**src/sv/lzwcsd_pkg.sv**
```systemverilog
// Shared types and constants for the LZW code stream decoder.
// Used by lzwcsd_ctrl, lzwcsd_dpath and lzw_code_stream_decoder.
// No dependencies.
package lzwcsd_pkg;

    // Default code width; the top level carries it as a parameter.
    localparam int CODE_BITS_DEFAULT = 9;
    // Bytes packed into one output word (fixed by the output word layout).
    localparam int BYTES_PER_RESULT = 8;
    // First code that refers to an added dictionary entry.
    localparam int DICT_BASE = 256;

    typedef struct packed {
        logic [8:0] code;
        logic       starts_stream;
    } code_word_t;

    typedef struct packed {
        logic [7:0] byte_0;
        logic [7:0] byte_1;
        logic [7:0] byte_2;
        logic [7:0] byte_3;
        logic [7:0] byte_4;
        logic [7:0] byte_5;
        logic [7:0] byte_6;
        logic [7:0] byte_7;
        logic [3:0] byte_count;
        logic       last_of_string;
    } bytes_word_t;

    // Controller to datapath commands (one per controller step).
    typedef struct packed {
        logic accept;    // input word taken this cycle
        logic rd_code;   // previous-code entry back, fetch code entry
        logic decide;    // code entry back, add entry, set up the walk
        logic walk;      // one prefix chain step
        logic finish;    // write the root byte
        logic emit_req;  // read one stack row
        logic emit_load; // load the output register
    } cmd_t;

    // Datapath to controller status.
    typedef struct packed {
        logic in_start;  // starts_stream of the offered word
        logic walk_more; // another chain step is needed
        logic out_free;  // output register can take a word
        logic last_row;  // remaining bytes fit in one word
    } status_t;

endpackage

```
**src/sv/lzwcsd_ctrl.sv**
```systemverilog
// Sequencing state machine for the LZW code stream decoder.
// Depends on lzwcsd_pkg (cmd_t, status_t).
module lzwcsd_ctrl (
    input  logic                clk,
    input  logic                rst_n,
    input  logic                code_valid,
    output logic                code_ready,
    input  lzwcsd_pkg::status_t status,
    output lzwcsd_pkg::cmd_t    cmd
);

    typedef enum logic [2:0] {
        S_IDLE,
        S_RD_CODE,
        S_DECIDE,
        S_WALK,
        S_FINISH,
        S_EMIT_REQ,
        S_EMIT_LOAD
    } state_t;

    state_t state_reg;
    state_t state_next;
    logic   code_ready_reg;

    always_comb
    begin
        state_next = state_reg;
        case (state_reg)
            S_IDLE:
            begin
                if (code_valid)
                begin
                    state_next = status.in_start ? S_FINISH : S_RD_CODE;
                end
            end
            S_RD_CODE:
            begin
                state_next = S_DECIDE;
            end
            S_DECIDE, S_WALK:
            begin
                state_next = status.walk_more ? S_WALK : S_FINISH;
            end
            S_FINISH:
            begin
                state_next = S_EMIT_REQ;
            end
            S_EMIT_REQ:
            begin
                state_next = S_EMIT_LOAD;
            end
            S_EMIT_LOAD:
            begin
                if (status.out_free)
                begin
                    state_next = status.last_row ? S_IDLE : S_EMIT_REQ;
                end
            end
            default:
            begin
                state_next = S_IDLE;
            end
        endcase
    end

    always_ff @(posedge clk or negedge rst_n)
    begin
        if (!rst_n)
        begin
            state_reg      <= S_IDLE;
            code_ready_reg <= 1'b1;
        end
        else
        begin
            state_reg      <= state_next;
            code_ready_reg <= (state_next == S_IDLE);
        end
    end

    assign code_ready = code_ready_reg;

    always_comb
    begin
        cmd.accept    = code_ready_reg && code_valid;
        cmd.rd_code   = (state_reg == S_RD_CODE);
        cmd.decide    = (state_reg == S_DECIDE);
        cmd.walk      = (state_reg == S_WALK);
        cmd.finish    = (state_reg == S_FINISH);
        cmd.emit_req  = (state_reg == S_EMIT_REQ);
        cmd.emit_load = (state_reg == S_EMIT_LOAD) && status.out_free;
    end

endmodule

```
**config.mk**
```make
export PLATFORM = sky130hd
export DESIGN_NAME = lzwcsd_ctrl
export DESIGN_NICKNAME = d
export VERILOG_FILES = /design/src/sv/lzwcsd_pkg.sv /design/src/sv/lzwcsd_ctrl.sv
export SDC_FILE = /design/constraint.sdc
export NUM_CORES = 1
export LEC_CHECK = 0
export CAP_MARGIN = 30
export CORE_AREA = 2 2 39 41
export CTS_BUF_LIST = sky130_fd_sc_hd__clkbuf_8
export DETAILED_ROUTE_END_ITERATION = 7
export DIE_AREA = 0 0 41 43
export DONT_BUFFER_PORTS = 1
export SETUP_SLACK_MARGIN = 0.1
export SKIP_LAST_GASP = 1
export SYNTH_ARGS = -nofsm -noshare
export SYNTH_HDL_FRONTEND = slang
export SYNTH_SLANG_ARGS = --single-unit
```
**constraint.sdc**
```tcl
create_clock -name clk -period 2.6 [get_ports clk]
set_clock_uncertainty 0.15 [all_clocks]
set_input_delay 0.52 -clock clk [delete_from_list [all_inputs] [get_ports clk]]
set_output_delay 0.52 -clock clk [all_outputs]
set_load 0.01 [all_outputs]
```
Word-level counts from Yosys, hierarchy flattened
Cells that the tools add are included.
Cells by class
  mux-type cells: 6
  eq/ne operators: 6
  reduce and logical (&&, ||, !) cells: 5
Operator list (count)
  case mux 3 bit (6 select lines): 1
  two-way mux 3 bit: 5
  == test 3 bit (second input constant): 3
  == test 3 x 2 -> 1 bit (second input constant): 2
  zero test 3 bit: 2
  == test 3 x 1 -> 1 bit (second input constant): 1
  logical AND 1 bit: 2
  OR reduction 2 bit: 1
Storage, ports and cells
  output and inout port bits: 8
  register bits: 4

Longest topological paths before layout
Gate-level depths: netlist of the first run.
  depth in word-level cells: 4
  gate-level depth with buffers: 4

Worst setup path after synthesis of the first run
No wires, ideal clock.
  path kind: register to output
  start point: reg state_reg[0]
  end point: out cmd[5] in the netlist's numbering
  buffers on the path: 0
  slack: 1.129 ns
  cell stages (with the launch flop): 3
  arrival: 0.801 ns
  path through: dfrtp_1 -> inv_1 -> nor3_1
RTL lines
  from (decl): line lzwcsd_ctrl.sv:22  | state_t state_reg;
  from (signal assigned): line lzwcsd_ctrl.sv:76  | state_reg <= state_next;
  to (decl): line lzwcsd_ctrl.sv:9  | output lzwcsd_pkg::cmd_t cmd

==> results.sh, run 1 <==
export IMPL_rsz0062_at_grt="false"
export IMPL_synth_top_family_by_area="simple AND/OR/NAND/NOR gates"
export IMPL_grt_pass1_vias=197
export IMPL_synth_xor_area_share_pct=0
export IMPL_reg2reg_slack_ns=1.36
export IMPL_crit_fanout=6
export IMPL_largest_reg_flops=3
export IMPL_syn_area_per_cell_um2=8.34
export IMPL_cts_sinks=4
export IMPL_crit_family="flip-flops"
export IMPL_power_leakage_nw=0.134
export IMPL_nets=43
export IMPL_diodes=0
export IMPL_cts_tree="yes"
export IMPL_die_w_um=41
export IMPL_fin_crit_ns=1.78
export IMPL_grt_max_degree=10
export IMPL_synth_compound_area_share_pct=19.0
export IMPL_synthCells=30
export IMPL_r2r_start="state_reg[0]"
export IMPL_fmax_mhz=561
export IMPL_path_buf_inv=1
export IMPL_ir_worst_vdd_mv=0.306
export IMPL_h_tree_depth=1
export IMPL_outcome="complete, no violations"
export IMPL_clkTransAtPathRegs_ns=0.03
export IMPL_hpwl_um=460
export IMPL_portBuffers=0
export IMPL_numCtsBuffers=3
export IMPL_crit_chain="inv_1 -> nor3_1"
export IMPL_drc=0
export IMPL_drive_gt1_share_pct=22.9
export IMPL_dieArea_um2=1760
export IMPL_antenna_found_initial=0
export IMPL_critPathLaunch="state_reg[0]"
export IMPL_drt_wirelength_per_cell_um=11.1
export IMPL_postCtsResizedCells=0
export IMPL_slowest_stage="dfrtp_1"
export IMPL_clock_path_buffers=2
export IMPL_hold_viol=0
export IMPL_num_rows=14
export IMPL_muxShareOfSynthArea_pct=0
export IMPL_r2r_end="code_ready"
export IMPL_synth_seq_area_share_pct=40.5
export IMPL_min_path_type="in2reg"
export IMPL_top_level_ports=15
export IMPL_syn_area_um2=250
export IMPL_worst_ep_required_time_ns=1.93
export IMPL_die_height_um=43
export IMPL_holdBufCountCts=1
export IMPL_synth_distinct_cells=19
export IMPL_grt_usage_pct=7.06
export IMPL_fin_util_pct=23.5
export IMPL_final_setup_viol_count=0
export IMPL_period_share_pct=68.6
export IMPL_overflow=0
export IMPL_drv_cap=0
export IMPL_ant_nets=0
export IMPL_worst_slew_pin_slew_ns=0.357
export IMPL_gp_congestion=0.622
export IMPL_drt_total_wl_um=567
export IMPL_critPathArrivalTime_ns=1.11
export IMPL_clock_root_buffer="clkbuf_8"
export IMPL_cp_num_cells=2
export IMPL_grt_pass1_wl_um=765
export IMPL_synth_seq_cells=4
export IMPL_drt_first_pass_iters=2
export IMPL_endpoint_kind="output port"
export IMPL_crit_type="reg2out"
export IMPL_powerDensity_nw_per_um2=1320
export IMPL_drtIter0Drc=1
export IMPL_core_um2=1380
export IMPL_r2r_cells=4
export IMPL_vias=229
export IMPL_crit_path_end="cmd[5]"
export IMPL_start_util_pct=18.1
export IMPL_viasPerCell=4.49
export IMPL_yosys_area_share_adder_pct=0
export IMPL_final_max_slew_viol_count=0
export IMPL_synth_simple_gate_area_share_pct=37.5
export IMPL_clk_latency_ns=0.21
export IMPL_cpPeakStageDelay_ns=0.41
export IMPL_start_kind="flip-flop"
export IMPL_area_growth_pct=30.0
export IMPL_setup_tns_ns=0
export IMPL_postCtsSetupRepairBufs=0
export IMPL_relSlewSlack_pct=76.0
export IMPL_syn_nets=37
export IMPL_yosysWarnings=0
[through the flow]
stage	instances	total power (W)	hold WS, ns	worst slack [ns]	instance area (um2)
floorplan	30	0.000266	0.0744	1.13	250
global placement	46	0.000298	0.0746	1.07	270
detailed placement	46	0.000300	0.0746	1.05	270
CTS	51	0.000438	0.319	0.812	325
global route	51	0.000468	0.325	0.742	325
finish	51	0.000430	0.322	0.817	325
[cell type report]
cell class,count,area [um2]
repair buffers,1,10.0
flip-flops and latches,4,101
fillers,156,1060
inverters,2,7.51
multi-input cells,24,141
clock inverters,1,3.75
clock buffers,3,41.3
well taps,16,20.0
[synth_stat cells (all sizes together)]
cell type  instances  area share (%)
nand4              1             2.5
o211ai             1             5.0
nor4bb             1             4.0
dfstp              1              11
dfrtp              3              30
nor2b              2             5.0
and3               1             3.0
a21oi              1             2.0
nand2b             1             2.5
nand2              2             3.0
nor3b              1             3.0
and2               1             2.5
inv                2             3.0
nor3               2             6.0
nor2               4             6.0
o21ai              6              12
[cells in the final DEF, fill, tap and decap left out, drive strengths merged]
| cell type | count |
|---|---|
| dfrtp | 3 |
| o211ai | 1 |
| clkbuf | 3 |
| nor3b | 1 |
| nor2b | 2 |
| nor3 | 2 |
| a21oi | 1 |
| nand2b | 1 |
| dlygate4sd3 | 1 |
| nand4 | 1 |
| and3 | 1 |
| nor4bb | 1 |
| nand2 | 2 |
| dfstp | 1 |
| and2 | 1 |
| inv | 3 |
| nor2 | 4 |
| o21ai | 6 |
[worst min path at each step]
stage,cells after the start,slack (ns),from,endpoint
2_1_floorplan,0,0.07,rst_n,state_reg[0]
3_3_place_gp,0,0.07,rst_n,state_reg[2]
3_5_place_dp,0,0.07,rst_n,state_reg[2]
4_1_cts,1,0.32,status[2],state_reg[2]
5_1_grt,1,0.33,status[2],state_reg[2]
6_report,1,0.32,status[2],state_reg[2]
[per-layer routing]
layer  GRT usage, %  vias up  share of wire [%]
li1               -      115                  -
met1           8.17      104                 41
met2           9.38       10                 47
met3           3.14        0                 11
met4           6.00        0                  0
met5              0        -                  0
[cells by family after synthesis]
group / Yosys count
and+or+nand+nor: 16
AOI/OAI and AO/OA: 8
DFF: 4
buffers and inverters: 2
[report_power, final]
part / switching, W / internal [W]
Combinational: 0.0000980 / 0.0000580
Clock: 0.0000301 / 0.000100
Sequential: 0.0000477 / 0.0000958
Total: 0.000176 / 0.000254
(Power assumes the default switching activity.)
==> run 2, diff against run 1 <==
clock period = 1.6 ns   (was 2.6 ns; I/O delays follow)
==> results.sh, run 2 (synthesis gave the netlist of run 1 again) <==
export IMPL_fmax_mhz=688
export IMPL_min_to="state_reg[2]"
export IMPL_top_level_ports=15
export IMPL_core_um2=1380
export IMPL_place_area_um2=270
export IMPL_hold_viol=0
export IMPL_endpoint_kind="output port"
export IMPL_p_comb_share_pct=43.8
export IMPL_overflow=0
export IMPL_nets=46
export IMPL_power_leakage_nw=0.163
export IMPL_hpwl_um=472
export IMPL_antenna_found_initial=0
export IMPL_clkPwrFrac_pct=26.2
export IMPL_fin_area_um2=384
export IMPL_use_met1_pct=7.84
export IMPL_drt_first_pass_iters=1
export IMPL_clock_path_buffers=2
export IMPL_viasPerCell=4.76
export IMPL_final_max_slew_viol_count=0
export IMPL_clock_root_buffer="clkbuf_8"
export IMPL_grt_use_met2_pct=12.2
export IMPL_drv_cap=0
export IMPL_worst_slew_pin_slew_ns=0.225
export IMPL_slowest_stage="dfrtp_2"
export IMPL_ir_worst_vdd_mv=0.487
export IMPL_dieArea_um2=1760
export IMPL_rsz0062_at_grt="true"
export IMPL_min_path_type="in2reg"
export IMPL_outcome="complete, no violations"
export IMPL_p_switching_w=0.000337
export IMPL_period_share_pct=90.9
export IMPL_setup_tns_ns=0
export IMPL_cts_sinks=4
export IMPL_layout_commonest_cell="o21ai_1"
export IMPL_start_util_pct=18.1
export IMPL_critPathArrivalTime_ns=0.98
export IMPL_portBuffers=0
export IMPL_dp_slack_ns=0.231
export IMPL_h_tree_depth=1
export IMPL_drt_total_wl_um=612
export IMPL_grt_pass1_vias=239
export IMPL_start_kind="flip-flop"
export IMPL_crit_fanout=4
export IMPL_die_height_um=43
export IMPL_cpPeakStageDelay_ns=0.43
export IMPL_drtIter0Drc=0
export IMPL_grt_usage_pct=8.17
export IMPL_cts_tree="yes"
export IMPL_area_growth_pct=53.5
export IMPL_finalPower_w=0.000829
export IMPL_drt_wirelength_per_cell_um=11.3
export IMPL_r2r_start="state_reg[0]"
export IMPL_r2r_end="code_ready"
export IMPL_fin_util_pct=27.8
export IMPL_vias=257
export IMPL_die_w_um=41
export IMPL_p_int_w=0.000492
export IMPL_setup_slack_ns=0.146
export IMPL_largest_reg_flops=3
export IMPL_final_setup_viol_count=0
export IMPL_drc=0
export IMPL_powerDensity_nw_per_um2=2160
export IMPL_ant_nets=0
export IMPL_seq_power_share_pct=30.0
export IMPL_fin_crit_ns=1.45
export IMPL_numCtsBuffers=3
export IMPL_drive_gt1_share_pct=55.3
export IMPL_grt_max_degree=10
export IMPL_diodes=0
export IMPL_gp_congestion=0.623
export IMPL_grt_pass1_wl_um=897
export IMPL_num_rows=14
export IMPL_worst_ep_required_time_ns=1.13
export IMPL_crit_chain="buf_4 -> and3_2"
export IMPL_crit_type="reg2out"
export IMPL_reg2reg_slack_ns=0.25
export IMPL_clkTransAtPathRegs_ns=0.03
export IMPL_hp_start="status[2]"
export IMPL_r2r_cells=5
export IMPL_relSlewSlack_pct=84.8
export IMPL_p_sw_share_pct=40.7
export IMPL_top_usage_layer="met2"
export IMPL_worstHoldPathCells=1
export IMPL_gr_usage_met3_pct=3.14
export IMPL_clk_latency_ns=0.22
export IMPL_mostFrequentLayoutCells="o21ai_1, nor2_2, clkbuf_8, dfrtp_2"
[run 2: metal layers]
| metal | routed length [um] | vias to the layer above |
|---|---|---|
| met4 | 0 | 0 |
| li1 | - | 123 |
| met3 | 49 | 0 |
| met1 | 250 | 120 |
| met5 | 0 | - |
| met2 | 312 | 14 |
[run 2: worst max-delay path by stage]
| stage | slack [ns] | from | endpoint |
|---|---|---|---|
| 2_1_floorplan | 0.33 | state_reg[0] | cmd[5] |
| 3_3_place_gp | 0.27 | state_reg[0] | cmd[5] |
| 3_5_place_dp | 0.23 | state_reg[0] | cmd[5] |
| 4_1_cts | 0.11 | state_reg[0] | cmd[2] |
| 5_1_grt | 0.1 | state_reg[2] | cmd[3] |
| 6_report | 0.15 | state_reg[0] | cmd[1] |
[run 2: power by group through the flow]
stage	logic [W]	registers, W	clock network, W
floorplan	0.000217	0.000215	0
global placement	0.000253	0.000231	0
detailed placement	0.000254	0.000235	0
CTS	0.000296	0.000262	0.000225
global route	0.000411	0.000261	0.000230
finish	0.000363	0.000248	0.000218
[run 2: through the flow]
stage / hold slack [ns] / std cells
floorplan: -0.126 / 30
global placement: -0.125 / 46
detailed placement: -0.125 / 46
CTS: 0.108 / 51
global route: 0.110 / 54
finish: 0.106 / 54
[run 2: layout make-up]
class | instances | area [um2]
clock buffer | 3 | 41.3
clock inverter | 1 | 3.75
fill | 147 | 1000
inverter | 2 | 10.0
multi-input combinational | 24 | 166
sequential | 4 | 105
tap | 16 | 20.0
timing repair buffer | 4 | 37.5
[run 2: timing repair]
action	in CTS	in global routing
endpoints found under the setup margin	5	5
resized for setup	10	2
gates cloned	0	0
endpoints found under the hold margin	4	0
pin swaps	1	1
hold buffers	1	0
setup buffers	0	3
[run 2: critical path: cells and delay by family, from the launching register on]
kind	cells	cell delay, ns
DFF	1	0.43
buffers and inverters	1	0.15
and+or+nand+nor	1	0.19
